`config.mk`:
```
export PLATFORM = sky130hd
export DESIGN_NAME = hex8_shape_function_eval
export DESIGN_NICKNAME = d
export VERILOG_FILES = /design/src/design/hex8_pkg.sv /design/src/design/hex8_front.sv /design/src/design/hex8_queue.sv /design/src/design/hex8_back.sv /design/src/design/hex8_shape_function_eval.sv
export VERILOG_INCLUDE_DIRS = /design/src /design/src/design
export SDC_FILE = /design/constraint.sdc
export NUM_CORES = 2
export LEC_CHECK = 0
export ABC_AREA = 1
export BUFFER_PORTS_ARGS = -buffer_cell sky130_fd_sc_hd__buf_2
export CORE_ASPECT_RATIO = 1.1
export CORE_MARGIN = 1
export CORE_UTILIZATION = 65
export DETAILED_ROUTE_END_ITERATION = 12
export PLACE_DENSITY = 0.89
export SLEW_MARGIN = 20
export SYNTH_ARGS = -nofsm -noshare
export SYNTH_HDL_FRONTEND = slang
export SYNTH_SLANG_ARGS = --single-unit
```
`constraint.sdc`:
```
create_clock -name clk -period 9.17 [get_ports clk]
set_input_delay 1.3755 -clock clk [delete_from_list [all_inputs] [get_ports clk]]
set_output_delay 1.3755 -clock clk [all_outputs]
set_load 0.02 [all_outputs]
```
`src/design/hex8_shape_function_eval_assert.svh`:
```
// Assertion macros used by the node sequencer of the shape function evaluator RTL.
`ifndef HEX8_SHAPE_FUNCTION_EVAL_ASSERT_SVH
`define HEX8_SHAPE_FUNCTION_EVAL_ASSERT_SVH
`ifndef NO_ASSERTIONS
// Same-cycle implication, checked outside reset.
`define HEX8_IMPL(lbl, clk, rstn, ante, cons) \
	lbl: assert property (@(posedge clk) disable iff (!rstn) (ante) |-> (cons)) \
		else $error("hex8 same-cycle check failed");
// Next-cycle implication, checked outside reset.
`define HEX8_NEXT(lbl, clk, rstn, ante, cons) \
	lbl: assert property (@(posedge clk) disable iff (!rstn) (ante) |=> (cons)) \
		else $error("hex8 next-cycle check failed");
`else
`define HEX8_IMPL(lbl, clk, rstn, ante, cons)
`define HEX8_NEXT(lbl, clk, rstn, ante, cons)
`endif
`endif

```
`src/design/hex8_pkg.sv`:
```
// Types and constants of the hexahedron shape function evaluator.
package hex8_pkg;
	localparam int unsigned COORD_W = 16;
	localparam int unsigned FACT_W  = 16;
	localparam int unsigned NODES   = 8;
	localparam int unsigned NODE_W  = 3;
	localparam int unsigned PROD_W  = 31;
	localparam int unsigned SHAPE_W = 15;
	localparam int unsigned DER_W   = 15;
	localparam int unsigned QDEPTH  = 2;

	typedef logic [NODE_W-1:0] node_t;
	localparam node_t LAST_NODE = 3'd7;

	// Per-node sign of each coordinate: bit k set means (1 + coord).
	localparam logic [NODES-1:0] NODE_SX = 8'b0110_0110;
	localparam logic [NODES-1:0] NODE_SY = 8'b1100_1100;
	localparam logic [NODES-1:0] NODE_SZ = 8'b1111_0000;

	// (1 - c) and (1 + c) for each coordinate, unsigned Q2.14, 0..32768.
	typedef struct packed {
		logic [FACT_W-1:0] mx;
		logic [FACT_W-1:0] px;
		logic [FACT_W-1:0] my;
		logic [FACT_W-1:0] py;
		logic [FACT_W-1:0] mz;
		logic [FACT_W-1:0] pz;
	} fact_t;

	typedef struct packed {
		logic full;
		logic empty;
	} q_stat_t;
endpackage

```
`src/design/hex8_front.sv`:
```
// Front end: takes a point, clamps the coordinates and forms the six factors.
module hex8_front (
	input  logic                  in_valid,
	output logic                  in_ready,
	input  logic signed [15:0]    xi,
	input  logic signed [15:0]    eta,
	input  logic signed [15:0]    zeta,
	input  hex8_pkg::q_stat_t     stat,
	output logic                  push,
	output hex8_pkg::fact_t       fact
);
	function automatic logic signed [16:0] clamp(logic signed [15:0] v);
		logic signed [16:0] r;
		if (v > 16'sd16384) begin
			r = 17'sd16384;
		end else if (v < -16'sd16384) begin
			r = -17'sd16384;
		end else begin
			r = {v[15], v};
		end
		return r;
	endfunction

	logic signed [16:0] cx, cy, cz;
	logic signed [16:0] mx, px, my, py, mz, pz;

	always_comb begin
		cx = clamp(xi);
		cy = clamp(eta);
		cz = clamp(zeta);
		mx = 17'sd16384 - cx;
		px = 17'sd16384 + cx;
		my = 17'sd16384 - cy;
		py = 17'sd16384 + cy;
		mz = 17'sd16384 - cz;
		pz = 17'sd16384 + cz;
		fact.mx = mx[15:0];
		fact.px = px[15:0];
		fact.my = my[15:0];
		fact.py = py[15:0];
		fact.mz = mz[15:0];
		fact.pz = pz[15:0];
	end

	assign in_ready = !stat.full;
	assign push     = in_valid && !stat.full;
endmodule

```
`src/design/hex8_queue.sv`:
```
// Two-entry queue of factor sets between front end and node sequencer.
module hex8_queue (
	input  logic              clk,
	input  logic              arst_n,
	input  logic              push,
	input  hex8_pkg::fact_t   wdata,
	input  logic              pop,
	output hex8_pkg::fact_t   head,
	output hex8_pkg::q_stat_t stat
);
	hex8_pkg::fact_t mem_q [hex8_pkg::QDEPTH];
	logic       wr_q;
	logic       rd_q;
	logic [1:0] cnt_q;

	always_ff @(posedge clk) begin
		if (push) begin
			mem_q[wr_q] <= wdata;
		end
	end

	always_ff @(posedge clk or negedge arst_n) begin
		if (!arst_n) begin
			wr_q  <= 1'b0;
			rd_q  <= 1'b0;
			cnt_q <= 2'd0;
		end else begin
			if (push) begin
				wr_q <= ~wr_q;
			end
			if (pop) begin
				rd_q <= ~rd_q;
			end
			case ({push, pop})
				2'b10:   cnt_q <= cnt_q + 2'd1;
				2'b01:   cnt_q <= cnt_q - 2'd1;
				default: cnt_q <= cnt_q;
			endcase
		end
	end

	assign head       = mem_q[rd_q];
	assign stat.full  = (cnt_q == 2'(hex8_pkg::QDEPTH));
	assign stat.empty = (cnt_q == 2'd0);
endmodule

```
`src/design/hex8_back.sv`:
```
// Node sequencer: walks the eight nodes of the head point through a multiply pipeline.
`include "hex8_shape_function_eval_assert.svh"
module hex8_back (
	input  logic                  clk,
	input  logic                  arst_n,
	input  hex8_pkg::fact_t       head,
	input  hex8_pkg::q_stat_t     stat,
	output logic                  pop,
	output logic                  out_valid,
	input  logic                  out_ready,
	output logic [2:0]            node_index,
	output logic [14:0]           shape_value,
	output logic signed [14:0]    d_xi,
	output logic signed [14:0]    d_eta,
	output logic signed [14:0]    d_zeta,
	output logic                  last_node
);
	localparam int unsigned FW = hex8_pkg::FACT_W;
	localparam int unsigned PW = hex8_pkg::PROD_W;
	localparam int unsigned SW = PW + FW;

	function automatic logic [hex8_pkg::DER_W-1:0] deriv(logic [PW-1:0] p, logic plus);
		logic [PW-1:0]               r;
		logic [hex8_pkg::DER_W-1:0] mag;
		r   = p + 31'h0001_0000;
		mag = {1'b0, r[PW-1:17]};
		return plus ? mag : (15'd0 - mag);
	endfunction

	logic en, issue;
	logic out_hold;
	hex8_pkg::node_t k_q;

	logic            v_s1;
	hex8_pkg::node_t k_s1;
	logic [FW-1:0]   fx_s1, fy_s1, fz_s1;

	logic            v_s2;
	hex8_pkg::node_t k_s2;
	logic [FW-1:0]   fz_s2;
	logic [PW-1:0]   pxy_s2, pxz_s2, pyz_s2;

	logic                       v_s3;
	hex8_pkg::node_t            k_s3;
	logic [hex8_pkg::SHAPE_W-1:0] shape_s3;
	logic [hex8_pkg::DER_W-1:0]   dx_s3, dy_s3, dz_s3;

	logic [SW-1:0] shape_p;
	logic [SW-1:0] shape_r;

	// Whole pipeline advances only when the output register can take a beat.
	assign en    = !v_s3 || out_ready;
	assign issue = en && !stat.empty;
	assign pop   = issue && (k_q == hex8_pkg::LAST_NODE);

	always_comb begin
		shape_p = SW'(pxy_s2) * SW'(fz_s2);
		shape_r = shape_p + (SW'(1) << 30);
	end

	always_ff @(posedge clk or negedge arst_n) begin
		if (!arst_n) begin
			k_q  <= '0;
			v_s1 <= 1'b0;
			v_s2 <= 1'b0;
			v_s3 <= 1'b0;
		end else if (en) begin
			if (issue) begin
				k_q <= k_q + 3'd1;
			end
			v_s1 <= !stat.empty;
			v_s2 <= v_s1;
			v_s3 <= v_s2;
		end
	end

	always_ff @(posedge clk) begin
		if (en) begin
			k_s1  <= k_q;
			fx_s1 <= hex8_pkg::NODE_SX[k_q] ? head.px : head.mx;
			fy_s1 <= hex8_pkg::NODE_SY[k_q] ? head.py : head.my;
			fz_s1 <= hex8_pkg::NODE_SZ[k_q] ? head.pz : head.mz;

			k_s2   <= k_s1;
			fz_s2  <= fz_s1;
			pxy_s2 <= PW'(fx_s1) * PW'(fy_s1);
			pxz_s2 <= PW'(fx_s1) * PW'(fz_s1);
			pyz_s2 <= PW'(fy_s1) * PW'(fz_s1);

			k_s3     <= k_s2;
			shape_s3 <= shape_r[SW-2:31];
			dx_s3    <= deriv(pyz_s2, hex8_pkg::NODE_SX[k_s2]);
			dy_s3    <= deriv(pxz_s2, hex8_pkg::NODE_SY[k_s2]);
			dz_s3    <= deriv(pxy_s2, hex8_pkg::NODE_SZ[k_s2]);
		end
	end

	assign out_valid   = v_s3;
	assign node_index  = k_s3;
	assign shape_value = shape_s3;
	assign d_xi        = $signed(dx_s3);
	assign d_eta       = $signed(dy_s3);
	assign d_zeta      = $signed(dz_s3);
	assign last_node   = (k_s3 == hex8_pkg::LAST_NODE);
	assign out_hold    = out_valid && !out_ready;

	`HEX8_IMPL(a_shape_range, clk, arst_n, out_valid, shape_value <= 15'd16384)
	`HEX8_IMPL(a_dxi_range, clk, arst_n, out_valid, (d_xi >= -15'sd8192) && (d_xi <= 15'sd8192))
	`HEX8_IMPL(a_dzeta_range, clk, arst_n, out_valid, (d_zeta >= -15'sd8192) && (d_zeta <= 15'sd8192))
	`HEX8_NEXT(a_stall_hold, clk, arst_n, out_hold, out_valid && $stable({node_index, shape_value}))
endmodule

```
`src/design/hex8_shape_function_eval.sv`:
```
// Trilinear hexahedron shape function evaluator, top level.
// Input channel (in_valid/in_ready): one point xi, eta, zeta in signed Q1.14;
// coordinates beyond [-1, 1] are clamped. Output channel (out_valid/out_ready):
// eight beats per point, node_index 0..7 in standard order, each with the shape
// value in Q1.14 and its three partial derivatives in signed Q0.14; last_node marks node 7.
// The first beat of a point passes the sequencer stages s1, s2 and s3 after the point
// is accepted, provided the sequencer is free. Throughput: one beat per cycle while
// the receiver takes each beat, set by the node sequencer stepping through the 8 nodes of
// one point over a single shared multiply pipeline.
// A two-entry queue sits between the front end and the sequencer, so new points
// are taken while earlier ones are still being expanded; in_ready drops only
// when that queue is full.
// When the receiver stalls, the whole sequencer pipeline holds and the output
// beat stays unchanged until taken. Reset (arst_n low) empties the queue and
// the pipeline; no beat is pending afterwards.
module hex8_shape_function_eval (
	input  logic                  clk,
	input  logic                  arst_n,
	input  logic                  in_valid,
	output logic                  in_ready,
	input  logic signed [15:0]    xi,
	input  logic signed [15:0]    eta,
	input  logic signed [15:0]    zeta,
	output logic                  out_valid,
	input  logic                  out_ready,
	output logic [2:0]            node_index,
	output logic [14:0]           shape_value,
	output logic signed [14:0]    d_xi,
	output logic signed [14:0]    d_eta,
	output logic signed [14:0]    d_zeta,
	output logic                  last_node
);
	hex8_pkg::q_stat_t stat;
	hex8_pkg::fact_t   fact;
	hex8_pkg::fact_t   head;
	logic              push;
	logic              pop;

	hex8_front u_front (
		.in_valid (in_valid),
		.in_ready (in_ready),
		.xi       (xi),
		.eta      (eta),
		.zeta     (zeta),
		.stat     (stat),
		.push     (push),
		.fact     (fact)
	);

	hex8_queue u_queue (
		.clk    (clk),
		.arst_n (arst_n),
		.push   (push),
		.wdata  (fact),
		.pop    (pop),
		.head   (head),
		.stat   (stat)
	);

	hex8_back u_back (
		.clk         (clk),
		.arst_n      (arst_n),
		.head        (head),
		.stat        (stat),
		.pop         (pop),
		.out_valid   (out_valid),
		.out_ready   (out_ready),
		.node_index  (node_index),
		.shape_value (shape_value),
		.d_xi        (d_xi),
		.d_eta       (d_eta),
		.d_zeta      (d_zeta),
		.last_node   (last_node)
	);
endmodule

```
==> impl_metrics.yaml <==
status:
  run_status: "finished, final reports clean"
placement:
  quantity_of_i_o_buffers_inserted_on_ports: 117
  place.gp.congestion: 0.991
  detailedPlacementHpwl_um: 119000
sta:
  slew_headroom_pct: 22.4
  finalHoldWorstSlack_ns: 0.447
  setup-tns-final_ns: 0
  drv_slew: 0
  finalSetupViolCount: 0
  final.min_clock_period_ns: 6.30
  tightestPinTransition_ns: 1.16
  rsz0062_at_grt: "false"
  timing_hold_violations_final: 0
  fmax_mhz: 159
  skew_ns: 0.0556
  final_min_period_over_clock_period_pct: 68.7
setup_path:
  cpMaxStageDelayCell: "edfxtp_1"
  timing.critical_path.buf_inv: 4
  r2r_cells: 20
  cpPeakStageDelay_ns: 0.78
  timing.critical_path.to_type: "register"
  crit-reg2reg-launch: "u_back.fz_s2[7]"
  cpMostUsedCell: "fa_1"
  cp_data_required_time_ns: 9.58
  worstPathArrival_ns: 6.71
  worst_path_dominant_cell_family: "adder cells"
  crit_start: "u_back.fz_s2[7]"
  critPathKind: "reg -> reg"
  cp.depth: 20
  worstSetupStartpointType: "register"
  worstPathCellList: "buf_4, nand2_1, fa_1, inv_1, fa_1, fa_1, fa_1, fa_1, inv_1, fa_1, inv_1, ha_1, a21oi_1, o21ai_0, a21oi_1, o21ai_0, nand2_1, nand3_1, nand2_1, nand2_1"
  path_max_fanout: 16
clock_tree:
  ctsHtreeMaxLevel: 2
  cts_buffer_depth: 3
  clk_root_buffer_cell: "clkbuf_16"
  ctsHoldBuffers: 0
  clk_pin_slew_ns: 0.06
  clk-insertion-delay-late_ns: 0.65
  cts-resized-gates: 0
  tritoncts_clock_tree: "built"
  cts_made_buffers: 45
  cts_setup_buffers: 0
  numClockSinks: 393
die:
  num_rows: 116
  floorplan.die_area_um2: 94300
  initial_core_util_pct: 66.0
  dieHeight_um: 322
  dieWidth_um: 293
  core-area_um2: 91600
  ios: 118
min_path:
  min_path_type: "reg -> reg"
  min_from: "u_back.k_s2[2]"
  worst_hold_path.num_cells: 0
logic_synthesis:
  synth_sequential_area_ratio_pct: 19.4
  yosys.cell_types.count: 48
  synth_nets: 8982
  synthesis.yosys.warnings: 0
  avgSynthCellArea_um2: 8.06
  post_synth_inst_count: 7506
  ys_seq_elements: 393
  synth.largest_area_cell: "fa_1"
  post_synth_main_area_contributors: "fa_1 32%, edfxtp_1 19%, inv_1 13%, nand2_1 13%, ha_1 9.2%"
  netlist_area_um2: 60500
  netlist.area_leader.share_pct: 32.4
drt:
  final_antenna_net_count: 0
  via_count: 49300
  routed_wl_um: 161000
  detail_route.first_pass.iterations: 6
  vias_per_cell: 5.65
  avgRoutedWirePerCell_um: 18.4
  drcViolationCount: 0
  drtIter0Drc: 4483
grt:
  antenna_found_initial: 2
  grt_pass1_wl_um: 264000
  grt_usage_pct: 35.5
  grt_start_max_net_pins: 82
  grt.overflow.total: 0
  grt_pass1_vias: 53600
layout:
  num-nets-final: 8931
  num_antenna_cells: 0
  syn2layout_area_growth_pct: 5.48
  post_route_cells_drive_above_1_share_pct: 4.64
job:
  drv_cap: 0
-- metrics by stage --
step | util (%) | cells | setup slack [ns] | cell area (um^2)
floorplan | - | 7506 | 1.35 | 60500
global placement | 67.7 | 8644 | 2.92 | 62000
detailed placement | 67.8 | 8647 | 2.99 | 62100
CTS | 69.7 | 8731 | 2.97 | 63800
global route | 69.7 | 8731 | 2.62 | 63800
finish | 69.7 | 8731 | 2.87 | 63800
-- area by class of cell --
class | instances | area (um^2)
Clock buffer | 48 | 1150
Clock inverter | 36 | 561
Fill cell | 6607 | 27800
Inverter | 2073 | 7780
Multi-Input combinational cell | 4750 | 39800
Sequential cell | 393 | 11700
Tap cell | 1239 | 1550
Timing Repair Buffer | 192 | 1180
-- worst register-to-register path, cell delays in order, from the launching register on --
cell,delay [ns]
edfxtp_1,0.78
buf_4,0.39
nand2_1,0.14
fa_1,0.59
inv_1,0.06
fa_1,0.49
fa_1,0.57
fa_1,0.43
fa_1,0.49
inv_1,0.05
fa_1,0.47
inv_1,0.06
ha_1,0.31
a21oi_1,0.39
o21ai_0,0.21
a21oi_1,0.25
o21ai_0,0.14
nand2_1,0.09
nand3_1,0.06
nand2_1,0.06
nand2_1,0.04
-- routing by layer --
layer | GRT usage [%] | vias up | wire length (um) | share of wire [%]
li1 | - | 21900 | - | -
met1 | 40.0 | 23500 | 54600 | 34
met2 | 61.3 | 2951 | 78100 | 49
met3 | 7.27 | 955 | 16100 | 10
met4 | 23.5 | 2 | 12200 | 7.6
met5 | 0 | - | 18 | 0.011
-- worst paths after layout --
check | end | slack (ns)
setup reg to reg | u_back.shape_value[5] | 2.87
hold reg to reg | u_back.node_index[2] | 0.45
hold / removal | u_back.node_index[2] | 0.45
setup / recovery | u_back.shape_value[5] | 2.87
min in group asynchronous | u_queue.wr_q | 0.58
max in group asynchronous | u_queue.rd_q | 8.38
-- synth_stat cells (all sizes together) --
library cell / n
nand4: 49
nand3: 166
o21a: 7
mux2i: 1
a21oi: 147
dfrtp: 10
nand3b: 7
and2: 2
fa: 979
a31oi: 9
clkinv: 2
nand2: 2046
o211ai: 4
inv: 2071
edfxtp: 380
clkbuf: 252
a21o: 12
buf: 38
and3: 2
ha: 445
o31ai: 3
o21ai: 220
or2: 1
o21bai: 33
xnor2: 37
nor4: 7
mux2: 2
or3: 1
a211oi: 3
xor2: 78
o22ai: 45
nor2: 398
nor3: 41
a21boi: 5
dfxtp: 3
-- layout by cell type (no fill, tap or decap), types with 117 or more instances in the layout --
cell type,instances
edfxtp_1,380
nand2_1,2029
fa_1,979
a21oi_1,147
nand3_1,162
o21ai_0,200
inv_1,2065
nor2_1,366
buf_2,117
ha_1,445
-- logic make-up (layout without fill, tap and decap cells) --
family / count (synthesis) / count (layout) / synth area share (%)
simple gates: 2720 / 2720 / 18.0
buf+inv: 2363 / 2349 / 14.8
fa+ha+maj: 1424 / 1424 / 41.6
compound gates: 488 / 488 / 4.54
flops: 393 / 393 / 19.4
xor+xnor: 115 / 115 / 1.67
mux: 3 / 3 / 0.0538
-- flip-flops by register name (all words and copies together), names as in the netlist, 2 cells and up, named ones only --
| register | count |
|---|---|
| u_back.k_q | 3 |
| u_back.d_xi | 15 |
| u_back.shape_value | 15 |
| u_back.fx_s1 | 16 |
| u_queue.mem_q | 186 |
| u_back.pyz_s2 | 15 |
| u_back.pxy_s2 | 31 |
| u_back.node_index | 3 |
| u_back.d_zeta | 15 |
| u_back.d_eta | 15 |
| u_back.k_s1 | 3 |
| u_back.fz_s1 | 16 |
| u_back.fz_s2 | 16 |
| u_back.pxz_s2 | 15 |
| u_queue.cnt_q | 2 |
| u_back.k_s2 | 3 |
| u_back.fy_s1 | 16 |
Power is not shown: default switching activity piles up to over one toggle a cycle in this logic, so the estimate is an artifact.
